File: config.mk
export PLATFORM = sky130hd
export DESIGN_NAME = drive_joystick_mixer
export DESIGN_NICKNAME = d
export VERILOG_FILES = /design/src/rtl/core/djm_pkg.sv /design/src/rtl/core/djm_csr.sv /design/src/rtl/core/drive_joystick_mixer.sv
export SDC_FILE = /design/constraint.sdc
export NUM_CORES = 1
export LEC_CHECK = 0
export BUFFER_PORTS_ARGS = -buffer_cell sky130_fd_sc_hd__clkbuf_2
export CAP_MARGIN = 20
export CORE_MARGIN = 10
export CORE_UTILIZATION = 55
export DETAILED_ROUTE_END_ITERATION = 16
export GPL_TIMING_DRIVEN = 0
export PLACE_DENSITY = 0.76
export SLEW_MARGIN = 20
export SYNTH_ARGS = -nofsm -noshare
export SYNTH_HDL_FRONTEND = slang
export SYNTH_SLANG_ARGS = --single-unit
File: constraint.sdc
create_clock -name clock -period 8.4 [get_ports clock]
set_input_delay 0.42 -clock clock [delete_from_list [all_inputs] [get_ports clock]]
set_output_delay 0.42 -clock clock [all_outputs]
set_load 0.01 [all_outputs]
File: src/rtl/core/djm_pkg.sv
`timescale 1ns / 1ps
// ----------------------------------------------------------------------------
// djm_pkg: shared types, codes and helpers of the joystick drive mixer
// Constants, configuration and stage types, stick clamp and governor.
// ----------------------------------------------------------------------------
package djm_pkg;

   localparam int PWM_FULL    = 255;   // full-scale PWM command
   localparam int STRAFE_KNEE = 128;   // knee of the strafe-propel curve
   localparam int PCT_FULL    = 100;   // governor percentage at full speed
   // floor(p / 100) as (p * GOV_RECIP) >> GOV_SHIFT, exact for p <= 25500
   localparam int GOV_RECIP   = 5243;
   localparam int GOV_SHIFT   = 19;

   typedef logic signed [8:0] pwm_type;   // signed motor command
   typedef logic        [7:0] mag_type;   // magnitude of a command

   localparam logic signed [15:0] STICK_HI = 16'(PWM_FULL);
   localparam logic signed [15:0] STICK_LO = 16'(-PWM_FULL);
   localparam pwm_type            PWM_POS  = 9'(PWM_FULL);
   localparam pwm_type            PWM_NEG  = 9'(-PWM_FULL);
   localparam mag_type            MAG_FULL = 8'(PWM_FULL);
   localparam mag_type            MAG_KNEE = 8'(STRAFE_KNEE);

   // drive modes; the unused code falls back to tank
   localparam logic [1:0] MODE_TANK    = 2'd0;
   localparam logic [1:0] MODE_AUTO    = 2'd1;
   localparam logic [1:0] MODE_MECANUM = 2'd2;

   // register indexes
   localparam logic CSR_MAX_SPEED  = 1'b0;
   localparam logic CSR_DRIVE_MODE = 1'b1;

   // divisor of the scaling step
   localparam logic [1:0] DIV_FULL     = 2'd0;
   localparam logic [1:0] DIV_KNEE     = 2'd1;
   localparam logic [1:0] DIV_NEG_KNEE = 2'd2;

   // side that takes the scaled value
   localparam logic [1:0] SIDE_NONE  = 2'd0;
   localparam logic [1:0] SIDE_LEFT  = 2'd1;
   localparam logic [1:0] SIDE_RIGHT = 2'd2;

   typedef struct packed {
      mag_type    limit;   // governor limit in PWM counts
      logic [1:0] mode;
   } cfg_type;

   typedef struct packed {
      pwm_type    x;       // clamped turn/strafe axis
      pwm_type    y;       // clamped and governed forward axis
      pwm_type    gx;      // governed x, used when y is zero
      logic       yzero;
      logic       strafe;
      logic       smooth;
      logic [1:0] mode;
   } item_type;

   function automatic pwm_type clamp_full(input logic signed [15:0] v);
      pwm_type r;
      if (v > STICK_HI) begin
         r = PWM_POS;
      end else if (v < STICK_LO) begin
         r = PWM_NEG;
      end else begin
         r = v[8:0];
      end
      return r;
   endfunction

   function automatic mag_type mag_of(input pwm_type v);
      pwm_type n;
      n = -v;
      return v[8] ? n[7:0] : v[7:0];
   endfunction

   function automatic pwm_type govern(input pwm_type v, input mag_type lim);
      pwm_type l;
      pwm_type r;
      l = $signed({1'b0, lim});
      if (mag_of(v) > lim) begin
         r = v[8] ? -l : l;
      end else begin
         r = v;
      end
      return r;
   endfunction

endpackage

File: src/rtl/core/djm_csr.sv
`timescale 1ns / 1ps
// ----------------------------------------------------------------------------
// djm_csr: configuration registers of the joystick drive mixer
// Holds drive mode and the governor limit, worked out at write time.
// ----------------------------------------------------------------------------
module djm_csr
   import djm_pkg::*;
(
   input  logic       clock,
   input  logic       reset,
   input  logic       csr_we,
   input  logic       csr_index,
   input  logic [6:0] csr_wdata,
   output cfg_type    cfg
);

   mag_type     limit_ff, limit_in;
   logic [1:0]  mode_ff, mode_in;
   logic [6:0]  pct;
   logic [14:0] prod;
   logic [27:0] quot;

   // saturate the percentage, scale to counts, divide by 100 via reciprocal
   always_comb begin
      pct  = (csr_wdata > 7'(PCT_FULL)) ? 7'(PCT_FULL) : csr_wdata;
      prod = 15'(pct) * 15'(PWM_FULL);
      quot = (28'(prod) * 28'(GOV_RECIP)) >> GOV_SHIFT;
      limit_in = limit_ff;
      mode_in  = mode_ff;
      if (csr_we) begin
         case (csr_index)
            CSR_MAX_SPEED:  limit_in = quot[7:0];
            CSR_DRIVE_MODE: mode_in  = csr_wdata[1:0];
            default:        ;
         endcase
      end
   end

   always_ff @(posedge clock) begin
      if (reset) begin
         limit_ff <= MAG_FULL;
         mode_ff  <= MODE_TANK;
      end else begin
         limit_ff <= limit_in;
         mode_ff  <= mode_in;
      end
   end

   assign cfg.limit = limit_ff;
   assign cfg.mode  = mode_ff;

endmodule

File: src/rtl/core/drive_joystick_mixer.sv
`timescale 1ns / 1ps
// ----------------------------------------------------------------------------
// drive_joystick_mixer: joystick to motor command mixer
// Tank, automotive and mecanum mixing of one stick sample per item.
// ----------------------------------------------------------------------------
//
//  channel | direction | handshake             | payload
//  --------+-----------+-----------------------+-------------------------------
//  req     | in        | req_valid / req_ready | stick_x, stick_y, strafe_on,
//          |           |                       | smooth_req
//  rsp     | out       | rsp_valid / rsp_ready | motor_a..d, motors_used,
//          |           |                       | smooth_out
//  csr     | in        | csr_we                | csr_index, csr_wdata
//
//  One item per cycle sustained while rsp_ready stays high; rsp_valid rises
//  once the item has passed the four register stages clamp/govern,
//  multiply, divide, assemble.
//  Each stage holds its own valid bit; a stage advances when it is empty or
//  the stage after it moves, so bubbles close up under a stall and nothing
//  is lost or repeated. Synchronous active-high reset empties the pipeline
//  and loads full speed and tank mode.
//
module drive_joystick_mixer
   import djm_pkg::*;
(
   input  logic               clock,
   input  logic               reset,
   // sample channel
   input  logic               req_valid,
   output logic               req_ready,
   input  logic signed [15:0] req_stick_x,
   input  logic signed [15:0] req_stick_y,
   input  logic               req_strafe_on,
   input  logic               req_smooth_req,
   // result channel
   output logic               rsp_valid,
   input  logic               rsp_ready,
   output logic signed [8:0]  rsp_motor_a,
   output logic signed [8:0]  rsp_motor_b,
   output logic signed [8:0]  rsp_motor_c,
   output logic signed [8:0]  rsp_motor_d,
   output logic [2:0]         rsp_motors_used,
   output logic               rsp_smooth_out,
   // configuration
   input  logic               csr_we,
   input  logic               csr_index,
   input  logic [6:0]         csr_wdata
);

   cfg_type cfg;

   djm_csr u_csr (
      .clock     (clock),
      .reset     (reset),
      .csr_we    (csr_we),
      .csr_index (csr_index),
      .csr_wdata (csr_wdata),
      .cfg       (cfg)
   );

   // ---------------------------------------------------------------- flow
   logic v1_ff, v2_ff, v3_ff, v4_ff;
   logic rdy1, rdy2, rdy3, rdy4;

   // advance a stage when it is empty or its successor moves
   assign rdy4      = !v4_ff || rsp_ready;
   assign rdy3      = !v3_ff || rdy4;
   assign rdy2      = !v2_ff || rdy3;
   assign rdy1      = !v1_ff || rdy2;
   assign req_ready = rdy1;
   assign rsp_valid = v4_ff;

   always_ff @(posedge clock) begin
      if (reset) begin
         v1_ff <= 1'b0;
         v2_ff <= 1'b0;
         v3_ff <= 1'b0;
         v4_ff <= 1'b0;
      end else begin
         if (rdy1) v1_ff <= req_valid;
         if (rdy2) v2_ff <= v1_ff;
         if (rdy3) v3_ff <= v2_ff;
         if (rdy4) v4_ff <= v3_ff;
      end
   end

   // ------------------------------------------------ stage 1: clamp, govern
   item_type s1_ff, s1_in;

   always_comb begin
      s1_in.x      = clamp_full(req_stick_x);
      s1_in.y      = govern(clamp_full(req_stick_y), cfg.limit);
      s1_in.gx     = govern(s1_in.x, cfg.limit);
      s1_in.yzero  = (s1_in.y == '0);
      s1_in.strafe = req_strafe_on;
      s1_in.smooth = req_smooth_req;
      s1_in.mode   = cfg.mode;
   end

   always_ff @(posedge clock) begin
      if (rdy1) s1_ff <= s1_in;
   end

   // ------------------------------------- stage 2: pick factor, multiply
   item_type           s2_ff;
   logic signed [17:0] prod_ff, prod_in;
   logic [1:0]         div_ff, div_in;
   logic [1:0]         side_ff, side_in;
   mag_type            ax;
   mag_type            num;
   logic               xpos;

   always_comb begin
      ax     = mag_of(s1_ff.x);
      xpos   = !s1_ff.x[8] && (ax != '0);
      num    = '0;
      div_in = DIV_FULL;
      side_in = SIDE_NONE;
      if (!s1_ff.yzero && s1_ff.mode != MODE_AUTO && ax != '0) begin
         if (s1_ff.mode == MODE_MECANUM && s1_ff.strafe) begin
            // strafe-propel: steep region reverses the inner side
            if (ax > MAG_KNEE && ax < MAG_FULL) begin
               num     = MAG_FULL - ax;
               div_in  = DIV_NEG_KNEE;
               side_in = xpos ? SIDE_RIGHT : SIDE_LEFT;
            end else if (ax <= MAG_KNEE) begin
               num     = MAG_KNEE - ax;
               div_in  = DIV_KNEE;
               side_in = xpos ? SIDE_RIGHT : SIDE_LEFT;
            end
         end else begin
            // tank and veer: slow the side towards the turn
            num     = MAG_FULL - ax;
            div_in  = DIV_FULL;
            side_in = xpos ? SIDE_RIGHT : SIDE_LEFT;
         end
      end
      prod_in = $signed({1'b0, num}) * s1_ff.y;
   end

   always_ff @(posedge clock) begin
      if (rdy2) begin
         s2_ff   <= s1_ff;
         prod_ff <= prod_in;
         div_ff  <= div_in;
         side_ff <= side_in;
      end
   end

   // ------------------------------------- stage 3: divide toward zero
   item_type    s3_ff;
   pwm_type     scaled_ff, scaled_in;
   logic [1:0]  side3_ff;
   logic [16:0] pmag;
   logic [16:0] t255;
   mag_type     quo;
   logic        qneg;
   logic signed [17:0] pneg;

   always_comb begin
      pneg = -prod_ff;
      pmag = prod_ff[17] ? pneg[16:0] : prod_ff[16:0];
      // floor(p / 255) = (p + 1 + (p >> 8)) >> 8 for p below 2^16
      t255 = pmag + 17'd1 + (pmag >> 8);
      case (div_ff)
         DIV_FULL:     quo = t255[15:8];
         DIV_KNEE:     quo = 8'(pmag >> 7);
         DIV_NEG_KNEE: quo = 8'(pmag >> 7);
         default:      quo = '0;
      endcase
      qneg      = prod_ff[17] ^ (div_ff == DIV_NEG_KNEE);
      scaled_in = qneg ? -$signed({1'b0, quo}) : $signed({1'b0, quo});
   end

   always_ff @(posedge clock) begin
      if (rdy3) begin
         s3_ff     <= s2_ff;
         scaled_ff <= scaled_in;
         side3_ff  <= side_ff;
      end
   end

   // ------------------------------------- stage 4: assemble the result
   pwm_type    ma_ff, ma_in, mb_ff, mb_in, mc_ff, mc_in, md_ff, md_in;
   logic [2:0] used_ff, used_in;
   logic       smooth_ff;
   pwm_type    left, right, g;

   always_comb begin
      left  = (side3_ff == SIDE_LEFT)  ? scaled_ff : s3_ff.y;
      right = (side3_ff == SIDE_RIGHT) ? scaled_ff : s3_ff.y;
      g     = s3_ff.gx;
      ma_in = '0;
      mb_in = '0;
      mc_in = '0;
      md_in = '0;
      used_in = 3'd2;
      case (s3_ff.mode)
         MODE_AUTO: begin
            ma_in = s3_ff.x;
            mb_in = s3_ff.y;
         end
         MODE_MECANUM: begin
            used_in = 3'd4;
            if (s3_ff.yzero) begin
               if (s3_ff.strafe) begin
                  ma_in = g;  mb_in = -g; mc_in = g;  md_in = -g;
               end else begin
                  ma_in = -g; mb_in = -g; mc_in = g;  md_in = g;
               end
            end else if (!s3_ff.strafe) begin
               ma_in = left;  mb_in = left;  mc_in = right; md_in = right;
            end else if (!s3_ff.y[8]) begin
               ma_in = left;  mb_in = right; mc_in = left;  md_in = right;
            end else begin
               ma_in = right; mb_in = left;  mc_in = right; md_in = left;
            end
         end
         default: begin
            // tank, and the unused code
            if (s3_ff.yzero) begin
               ma_in = g;
               mb_in = -g;
            end else begin
               ma_in = left;
               mb_in = right;
            end
         end
      endcase
   end

   always_ff @(posedge clock) begin
      if (rdy4) begin
         ma_ff     <= ma_in;
         mb_ff     <= mb_in;
         mc_ff     <= mc_in;
         md_ff     <= md_in;
         used_ff   <= used_in;
         smooth_ff <= s3_ff.smooth;
      end
   end

   assign rsp_motor_a     = ma_ff;
   assign rsp_motor_b     = mb_ff;
   assign rsp_motor_c     = mc_ff;
   assign rsp_motor_d     = md_ff;
   assign rsp_motors_used = used_ff;
   assign rsp_smooth_out  = smooth_ff;

endmodule

# After elaboration in Yosys (flattened, before gate mapping)
# Cells that the tools add are included.
# op_classes
n_addsub,11
multipliers,3
n_lt_le_gt_ge,10
eq_ne,8
mux,44
bitwise,4
reduce_logical,23
# op_table
operator,count
$mux 9,24
$mux 8,8
$pmux 9 s2,2
$gt 16x9->1 const B,2
$lt 16x9->1 const B,2
$mul 15x13->27 const B,1
$neg 8->8,3
$mul 9x9->18,1
$neg 8->9,2
$mux 17,1
$neg 17->17,1
$add 16x1->16 const B,1
$add 16x9->16,1
$gt 8x8->1,2
$pmux 8 s2,1
$sub 8x8->8 const A,2
$mul 7x8->15 const B,1
$mux 2,5
$logic_not 9->1,1
$neg 9->9,1
$eq 2x2->1 const B,4
$gt 8x8->1 const B,1
$le 8x8->1 const B,1
$lt 8x8->1 const B,1
16 further kinds,34
# word_totals
register_bits,183
input_bits,47
out_inout_bits,42
word_cells,143

# Longest topological paths before layout
# Gate-level depths: netlist of the first run.
# depth
depth_word,8
mapped_depth,38
mapped_depth_nobuf,38

# Modules after synthesis
# Synthesis of the first run repeated with hierarchy kept, for this count alone.
# unflattened
hier_cells,1826
area_unflattened_um2,17961.0
# modules_own_cells
mod,n_inst,cells_each,area_each_um2,seq_area_each_um2
drive_joystick_mixer,1,1234,12564.6,5124.9
djm_csr,1,592,5396.4,200.2

# Worst setup path after synthesis of the first run
# OpenSTA, ideal clock, no wires.
# synth_path
path_kind,input port to flip-flop
from,in csr_wdata[1]
to,reg u_csr.limit_ff[6]
setup_ns,0.128
arrival_ns,9.022
required_time_ns,8.272
slack_ns,-0.750
stages,36
path_buffers,0
cell_sequence,o21ai_0 -> a21oi_1 -> nand2b_1 -> inv_1 -> fa_1 -> inv_1 -> fa_1 -> inv_1 -> fa_1 -> inv_1 -> fa_1 -> inv_1 -> ha_1 -> o21a_1 -> o31a_1 -> o41ai_1 -> o21ai_0 -> o41a_1 -> xnor2_1 -> inv_1 -> fa_1 -> inv_1 -> fa_1 -> fa_1 -> inv_1 -> fa_1 -> inv_1 -> ha_1 -> a21o_1 -> a21o_1 -> a221o_1 -> a21oi_1 -> a21oi_1 -> a21o_1 -> a211oi_1 -> o31ai_1
# synth_between
elab_chain_cells,4
# synth_rtl
item,line,source
from (decl),drive_joystick_mixer.sv:47,input logic [6:0] csr_wdata
$gt 7x7->1,djm_csr.sv:25,pct = (csr_wdata > 7'(PCT_FULL)) ? 7'(PCT_FULL) : csr_wdata;
$mux 7 (*),djm_csr.sv:25,
$mul 7x8->15 (*),djm_csr.sv:26,prod = 15'(pct) * 15'(PWM_FULL);
$mul 15x13->27 (*),djm_csr.sv:27,quot = (28'(prod) * 28'(GOV_RECIP)) >> GOV_SHIFT;
to (signal assigned),djm_csr.sv:44,limit_ff <= limit_in;
to (decl),djm_csr.sv:17,"mag_type limit_ff, limit_in;"
# Every way passes the cells marked *; elsewhere a longest branch is shown, timed or not.
# A chain may end at the register's enable or synchronous reset.

# Final worst setup path of the first run
# Ends and elaborated chain as after synthesis.

==> results.ini, run 1 <==
[outcome]
status=complete, but fails checks
violations=negative setup slack

[cts]
cts-htree-levels=4
cts.sinks=182
cts.clk_slew.worst_paths_ns=0.08
cts_max_path_buffers=2
cts_tree=built
clock_latency_ns=0.44
cts_hold_buf=0
cts_buffers=17
ctsRootBufferMaster=clkbuf_16

[setup_path]
required_ns=8.72
crit_type=input pin to register
path_max_fanout=7
reg2reg_from=s1_ff[23]
critPathMaxStageDelay_ns=0.64
critPathLaunchType=input pin
rrSetupSlack_ns=0.50
critPathTopFamily=adder cells
path_buf_inv=8
cp-startpoint=csr_wdata[1]
slowest_stage=fa_2
end_kind=register
path_common_cell=fa_1
arrival_ns=9.03

[timing]
finalMaxSlewViolations=0
worstMarginPinSlew_ns=0.8071
min_period_ns=8.713
setup_ws_ns=-0.3128
finalCritPeriodShare=1.037
relSlewSlack=0.4600
fmax_ghz=0.1148
skew_ns=0.02262
rsz0062_at_grt=true
setup_viol_count_final=7
hold_violations=0
tns_ns=-1.471

[synthesis]
synthesis.nets=2232
synth_area_leader_cell=edfxtp_1
synthesis.area_um2=17790
netlist.area_leader.share=0.2835
avgSynthCellArea_um2=9.686
synth_edf_count=168
async_flop_share=0
yosysSeqAreaShare=0.2993
ys_warn_count=0
synth_area_leaders=edfxtp_1, ha_1, fa_1
postSynthCellCount=1837
ys_ff_latch=182
ys.flop_type=edfxtp_1
ys_types=71

[drt]
ant_nets=0
first_iter_violations=971
wl_per_cell_um=17.73
topRoutingLayerUsed=met5
wl_met3_mm=2.381
met2_length_mm=21.49
drc=0
drt-pass1-iter-count=5
drt_wl_total_mm=42.40
met1Wirelength_mm=17.18
avgViaCountPerCell=5.777
num_vias=13810

[floorplan]
num_rows=65
initial_core_util=0.5610
die_width_um=199.9
coreArea_um2=31720
die_h_um=199.9
io_pins=89
die-area_um2=39950

[finish]
n_antenna_cell=0
drive_above_1_share=0.1247
final_core_util=0.6325
layout.nets=2371
mostFrequentLayoutCells=inv_1, ha_1, edfxtp_1
mostFrequentLayoutCell=inv_1
syn2layout_area_growth_pct=12.76

[grt]
grt_max_degree=40
grt.total_usage=0.2133
grt_overflow=0
grt_pass1_wl_mm=68.86
grt_pass1_vias=13900
antenna_found_initial=1

[min_path]
min_from=req_smooth_req
hp-class=input pin to register

[place]
hpwl_mm=32.69
io_buffers=86
gp_congestion=0.9752

[job]
drv_cap=0

logic make-up after synthesis:
kind of cell               count (synthesis)  share of synthesized area
AOI/OAI and AO/OA                        353                     0.1291
xor gates and xnor gates                 123                    0.06054
adders and majority gates                348                     0.2958
buffers and inverters                    332                    0.07067
DFF                                      182                     0.2993
muxes                                     37                    0.02138
other                                      1                  0.0002108
and+or+nand+nor                          461                     0.1231
cells in the mapped netlist (10+ instances only):
| cell type | instances |
|---|---|
| nand2b_1 | 22 |
| a21o_1 | 23 |
| inv_1 | 268 |
| edfxtp_1 | 168 |
| fa_1 | 121 |
| a21oi_1 | 117 |
| o21a_1 | 12 |
| xnor2_1 | 85 |
| o21ai_0 | 79 |
| nor2b_1 | 24 |
| a211oi_1 | 16 |
| or3_1 | 19 |
| ha_1 | 227 |
| clkbuf_1 | 55 |
| a221oi_1 | 15 |
| nand2_1 | 145 |
| nand3_1 | 24 |
| o31ai_1 | 10 |
| xor2_1 | 38 |
| dfxtp_1 | 14 |
| nor2_1 | 122 |
| and3_1 | 10 |
| mux2i_1 | 29 |
| nor3_1 | 26 |
| and2_1 | 33 |
cell type report:
type                            count  area, um^2
Fill cell                        2460       11650
Sequential cell                   182        5325
Inverter                          269        1012
Buffer                             63       249.0
Timing Repair Buffer              120       760.7
Clock buffer                       18       439.2
Clock inverter                     14       175.2
Multi-Input combinational cell   1323       11600
Tap cell                          402       503.0
stage by stage:
stage	hold WS [ns]	instance area, um^2	worst slack, ns	std cells
finish	0.1623	20060	-0.3128	2391
global route	0.1478	20060	-0.5706	2391
CTS	0.1470	19840	-0.3333	2384
detailed placement	0.4045	18860	-1.338	2327
global placement	0.4003	18820	-1.163	2325
floorplan	0.4003	17880	-0.1798	1837
metal layers:
metal / vias to the layer above / GRT usage
li1: 6582 / -
met1: 6664 / 0.2616
met2: 478 / 0.3805
met3: 88 / 0.02813
met4: 2 / 0.06842
met5: - / 0
worst reg2reg max path, delay by kind of cell (launching register included):
family	cells	cell delay [ns]
AO/OA/AOI/OAI	9	1.87
XOR/XNOR	2	0.68
adder cells (fa/ha/maj)	6	2.51
buffers and inverters	3	0.15
flip-flops	1	0.52
AND/OR/NAND/NOR	6	1.90
sequential cells by signal (all words and copies together), names as in the netlist, 2 cells and up:
signal,cells
rsp_motor_c,9
scaled_ff,9
prod_ff,18
rsp_motor_d,9
g,9
rsp_motors_used,2
side3_ff,2
rsp_motor_a,9
side_ff,2
u_csr.mode_ff,2
s2_ff,32
s1_ff,32
div_ff,2
rsp_motor_b,9
s3_ff,23
u_csr.limit_ff,8
worst paths after layout:
path | depth (start not counted) | to
hold reg to reg | 0 | s3_ff[4]
hold / removal | 1 | s1_ff[2]
setup reg to reg | 26 | prod_ff[16]
setup / recovery | 36 | u_csr.limit_ff[6]
repair_timing:
item	in CTS	in global routing
buffers inserted	25	8
setup endpoints to repair	8	8
pin swaps	37	36
gates resized for setup	33	35
Power of run 1 is left out: the tool's default activity adds up to more than one toggle a clock period on the data nets, which glitch-free logic cannot reach.
==> run 2: changes to the inputs <==
--- a/config.mk
+++ b/config.mk
@@ -7,6 +7,7 @@
 export LEC_CHECK = 0
 export BUFFER_PORTS_ARGS = -buffer_cell sky130_fd_sc_hd__clkbuf_2
 export CAP_MARGIN = 20
+export CORE_ASPECT_RATIO = 0.8
 export CORE_MARGIN = 10
 export CORE_UTILIZATION = 55
 export DETAILED_ROUTE_END_ITERATION = 16
==> run 2 against run 1 <==
Compared with the run above: the run still ends with negative setup slack left; register-to-register slack improved by 0.07 ns; utilization rose by 0.22 points; clock skew fell by 0.0096 ns; clock-buffer cell count fell by 1; critical path depth rose by 2; wire length rose by 1.4%; global-route usage rose by 0.17 points; cell count rose by 0.84%; maximum frequency fell by 0.75%; worst hold slack improved by 0.0067 ns; die area rose by 0.11%.
==> results.ini, run 2 (same netlist as run 1, synthesis figures left out) <==
[floorplan]
coreArea_um2=31640
die-area_um2=39990
num_rows=58
die_h_um=180.9
io_pins=89
die_width_um=221.1
initial_core_util=0.5624

[finish]
n_antenna_cell=0
drive_above_1_share=0.1200
mostFrequentLayoutCells=inv_1, ha_1, edfxtp_1
mostFrequentLayoutCell=inv_1
syn2layout_area_growth_pct=12.88
layout.nets=2373
final_area_um2=20080
top_regs=s1_ff: 32 flops, s2_ff: 32 flops, s3_ff: 23 flops

[drt]
num_vias=13650
avgViaCountPerCell=5.663
drt-pass1-iter-count=7
first_iter_violations=1215
wl_per_cell_um=17.84
ant_nets=0
drt_wl_total_mm=43.00
drc=0

[grt]
grt.total_usage=0.2150
grt_overflow=0
grt_pass1_wl_mm=70.88
antenna_found_initial=0
grt_max_degree=40
grt_pass1_vias=13620

[setup_path]
critPathMaxStageDelay_ns=0.62
critPathLaunchType=input pin
slowest_stage=fa_2
rrSetupSlack_ns=0.57
cp-startpoint=csr_wdata[6]
reg2regPathDepth=24
arrival_ns=9.14
critPathTopFamily=adder cells
crit_type=input pin to register
r2r_end=prod_ff[17]
endpoint=u_csr.limit_ff[4]
path_buf_inv=12
crit_cells=38
reg2reg_from=s1_ff[23]
end_kind=register
path_max_fanout=5
required_ns=8.76
path_common_cell=fa_1

[timing]
finalCritPeriodShare=1.045
finalMaxSlewViolations=0
relSlewSlack=0.3606
setup_ws_ns=-0.3783
rsz0062_at_grt=true
skew_ns=0.01305
worstMarginPinSlew_ns=0.9491
fmax_ghz=0.1139
setup_viol_count_final=8
hold_violations=0
min_period_ns=8.778

[place]
hpwl_mm=34.09
placed_cell_area_um2=18890
gp_congestion=0.9756
io_buffers=86
dpl_worst_slack_ns=-1.405

[cts]
cts_hold_buf=0
cts.clk_slew.worst_paths_ns=0.08
cts_tree=built
clock_latency_ns=0.44
cts_buffers=17
ctsRootBufferMaster=clkbuf_16
cts.sinks=182
cts-htree-levels=4
cts_max_path_buffers=2

[outcome]
violations=negative setup slack
status=complete, but fails checks

[job]
drv_cap=0

[min_path]
holdPathStages=1
hp-class=input pin to register

[run 2: worst min path at each step]
stage | from | slack (ns) | endpoint
after floorplan | s2_ff[5] | 0.40 | g[0]
after global placement | s2_ff[1] | 0.40 | s3_ff[1]
after global routing | req_smooth_req | 0.15 | s1_ff[2]
final | req_smooth_req | 0.17 | s1_ff[2]
after detailed placement | s2_ff[28] | 0.40 | s3_ff[28]
after CTS | req_smooth_req | 0.16 | s1_ff[2]
[run 2: metal layers]
metal,vias up,global-route usage,share of wire
li1,6579,-,-
met5,-,0,0
met2,474,0.3152,0.43
met3,37,0.04985,0.078
met1,6563,0.3159,0.48
met4,0,0.04404,0.012
[run 2: final cells by class]
type | count | area, um^2
Buffer | 63 | 249.0
Tap cell | 420 | 525.5
Sequential cell | 182 | 5325
Clock buffer | 17 | 425.4
Clock inverter | 15 | 191.4
Multi-Input combinational cell | 1323 | 11580
Inverter | 269 | 1010
Timing Repair Buffer | 122 | 778.2
Fill cell | 2539 | 11560
[run 2: repair_timing]
| item | 4_1_cts | 5_1_grt |
|---|---|---|
| setup buffers | 28 | 5 |
| setup endpoints to repair | 8 | 8 |
| pin swaps | 38 | 20 |
| gates resized for setup | 40 | 21 |
[run 2: worst register-to-register path: stages (launching register included)]
cell and delay, ns:
edfxtp_1 0.53, or3_1 0.44, o31ai_1 0.25, xor2_1 0.48, a31oi_1 0.20, nor2_1 0.46, a22oi_1 0.19, nor2_1 0.47
nand2_1 0.15, fa_1 0.51, fa_1 0.57, inv_1 0.06, fa_1 0.51, fa_1 0.57, fa_1 0.42, ha_1 0.33
inv_1 0.08, nor2_1 0.05, nor2_1 0.16, o21bai_1 0.08, a21oi_1 0.23, o21bai_1 0.13, a41oi_1 0.28, a21oi_1 0.12
xnor2_1 0.34
[run 2: through the flow]
stage	TNS, ns	std cells	hold WS, ns	util
final	-2.288	2411	0.1689	0.6348
after global routing	-5.015	2411	0.1457	0.6348
after CTS	-1.901	2406	0.1580	0.6309
after detailed placement	-10.20	2346	0.4045	0.5970
after global placement	-9.833	2343	0.4012	0.5955
after floorplan	-0.7670	1837	0.4003	-
Power of run 2 is left out for the same reason.
==> run 3: changes to the inputs <==
--- a/config.mk
+++ b/config.mk
@@ -5,6 +5,7 @@
 export SDC_FILE = /design/constraint.sdc
 export NUM_CORES = 1
 export LEC_CHECK = 0
+export ABC_AREA = 1
 export BUFFER_PORTS_ARGS = -buffer_cell sky130_fd_sc_hd__clkbuf_2
 export CAP_MARGIN = 20
 export CORE_ASPECT_RATIO = 0.8
@@ -13,7 +14,7 @@
 export DETAILED_ROUTE_END_ITERATION = 16
 export GPL_TIMING_DRIVEN = 0
 export PLACE_DENSITY = 0.76
-export SLEW_MARGIN = 20
+export SLEW_MARGIN = 10
 export SYNTH_ARGS = -nofsm -noshare
 export SYNTH_HDL_FRONTEND = slang
 export SYNTH_SLANG_ARGS = --single-unit
==> constraint.sdc (replaced) <==
create_clock -name clock -period 8.4 [get_ports clock]
set_input_delay 1.68 -clock clock [delete_from_list [all_inputs] [get_ports clock]]
set_output_delay 1.68 -clock clock [all_outputs]
set_load 0.01 [all_outputs]
==> run 3 against run 2 <==
Compared with the run above: the run still ends with negative setup slack left; clock-buffer cell count increased by 1; synthesized area increased by 0.89%; flip-flop and latch count unchanged; cell area increased by 1.4%; global-route usage increased by 0.40 points; worst setup slack got worse by 1.2 ns; critical path depth increased by 8; critical path type unchanged; largest cell class unchanged.
==> results.ini, run 3 <==
[cts]
cts.sinks=182
ctsRootBufferMaster=clkbuf_16
cts_max_path_buffers=2
cts_hold_buf=0
cts_buffers=17
cts.clk_slew.worst_paths_ns=0.07
clock_latency_ns=0.45
cts-htree-levels=4
cts_tree=built

[place]
hpwl_mm=35.39
io_buffers=86
gp_congestion=0.9672

[setup_path]
slowest_stage=fa_2
critPathTopFamily=adder cells
rrSetupSlack_ns=1.03
path_common_cell=inv_2
critPathLaunchType=input pin
critPathMaxStageDelay_ns=0.63
reg2regPathDepth=41
path_buf_inv=14
path_max_fanout=5
reg2reg_from=s1_ff[23]
required_ns=8.72
crit_type=input pin to register
end_kind=register
r2r_end=prod_ff[17]
arrival_ns=10.26

[drt]
ant_nets=0
avgViaCountPerCell=5.511
num_vias=14890
first_iter_violations=1438
wl_per_cell_um=16.50
drt-pass1-iter-count=6
drc=0
drt_wl_total_mm=44.55

[timing]
fmax_ghz=0.1006
worstMarginPinSlew_ns=0.8817
hold_violations=0
setup_viol_count_final=8
skew_ns=0.01284
finalCritPeriodShare=1.184
setup_ws_ns=-1.543
fin_hold_ws_ns=0.4127
finalMaxSlewViolations=0
min_period_ns=9.943
relSlewSlack=0.4113
rsz0062_at_grt=true

[min_path]
hp-class=register to register
holdPathStages=0
min_from=s2_ff[19]
whs_endpoint=s3_ff[19]

[synthesis]
ys_types=64
ys.flop_type=edfxtp_1
synthesis.area_um2=17950
netlist.area_leader.share=0.2810
synthesis.nets=2512
ys_warn_count=0
synth_most_common_cell=inv_1
yosysSeqAreaShare=0.2966
ys_top_cells_by_count=inv_1, nand2_1, ha_1
synth_area_leader_cell=edfxtp_1
postSynthCellCount=2117
avgSynthCellArea_um2=8.480
synth_area_leaders=edfxtp_1, ha_1, fa_1
synth_edf_count=168
ys_ff_latch=182
async_flop_share=0

[floorplan]
die-area_um2=40310
coreArea_um2=32330
num_rows=59
die_h_um=181.6
initial_core_util=0.5552
io_pins=89
die_width_um=222.0

[outcome]
status=complete, but fails checks
violations=negative setup slack

[finish]
layout.nets=2656
seq_area_um2=5325
mostFrequentLayoutCells=inv_1, nand2_1, ha_1
n_antenna_cell=0
fillers=2714
mostFrequentLayoutCell=inv_1
top_regs=s1_ff: 32 flops, s2_ff: 32 flops, s3_ff: 23 flops
multi_input_area_um2=11270
drive_above_1_share=0.1354
syn2layout_area_growth_pct=13.41

[grt]
grt_overflow=0
grt_pass1_vias=14610
grt_max_degree=42
antenna_found_initial=0
grt.total_usage=0.2190
grt_pass1_wl_mm=72.82

[job]
drv_cap=0

run 3: cell count changes in the layout (fill, tap and decap cells not counted), sizes merged, moves of 20 or more:
cell	previous run	this run
nand2	145	399
nor2b	24	0
nand2b	22	0
o21ai	84	147
mux2i	29	0
and2	34	1
a21o	23	3
nor2	123	154
xnor2	85	12
o211ai	7	27
nand3	24	70
inv	276	435
run 3: layer usage:
layer  global-route usage  wire length, um
met5                    0                0
met4              0.06112              846
met3              0.04607             3650
met2               0.3491            20350
met1               0.2959            19700
run 3: cell families (layout without fill, tap and decap cells):
family                     after synthesis  after routing  synth area share
adders and majority gates              348            348            0.2931
xor gates and xnor gates                63             63           0.03115
and+or+nand+nor                        676            676            0.1594
other                                    1              1         0.0002089
AOI/OAI and AO/OA                      366            366            0.1180
DFF                                    182            182            0.2966
buffers and inverters                  481            638            0.1015
run 3: repair_timing:
item | in CTS | in global routing
buffers inserted | 23 | 13
resized for setup | 54 | 38
endpoints found under the setup margin | 8 | 8
pin swaps | 43 | 50
run 3: cell type report:
| cell class | instances | area share |
|---|---|---|
| multi-input cells | 1454 | 0.5535 |
| plain buffers | 41 | 0.007805 |
| clock buffers | 18 | 0.02108 |
| inverters | 440 | 0.08217 |
| well taps | 427 | 0.02624 |
| clock inverters | 14 | 0.007006 |
| repair buffers | 125 | 0.04068 |
| flip-flops and latches | 182 | 0.2616 |
run 3: worst max-delay path by stage:
stage,slack (ns),endpoint,start,cells past startpoint
detailed placement,-2.45,u_csr.limit_ff[7],csr_wdata[1],43
floorplan,-1.19,u_csr.limit_ff[4],csr_wdata[1],43
global route,-1.87,u_csr.limit_ff[7],csr_wdata[0],47
global placement,-2.25,u_csr.limit_ff[7],csr_wdata[1],44
finish,-1.54,u_csr.limit_ff[4],csr_wdata[0],46
CTS,-1.35,u_csr.limit_ff[7],csr_wdata[2],46
run 3: metrics by stage:
stage	setup WS [ns]	instances	TNS (ns)	util	instance area, um^2
after floorplan	-1.186	2117	-8.232	-	18060
after global placement	-2.250	2630	-15.79	0.5885	19030
after detailed placement	-2.454	2633	-17.09	0.5906	19100
after CTS	-1.350	2688	-9.710	0.6224	20120
after global routing	-1.869	2701	-13.43	0.6297	20360
final	-1.543	2701	-10.85	0.6297	20360
Power of run 3 is left out for the same reason.
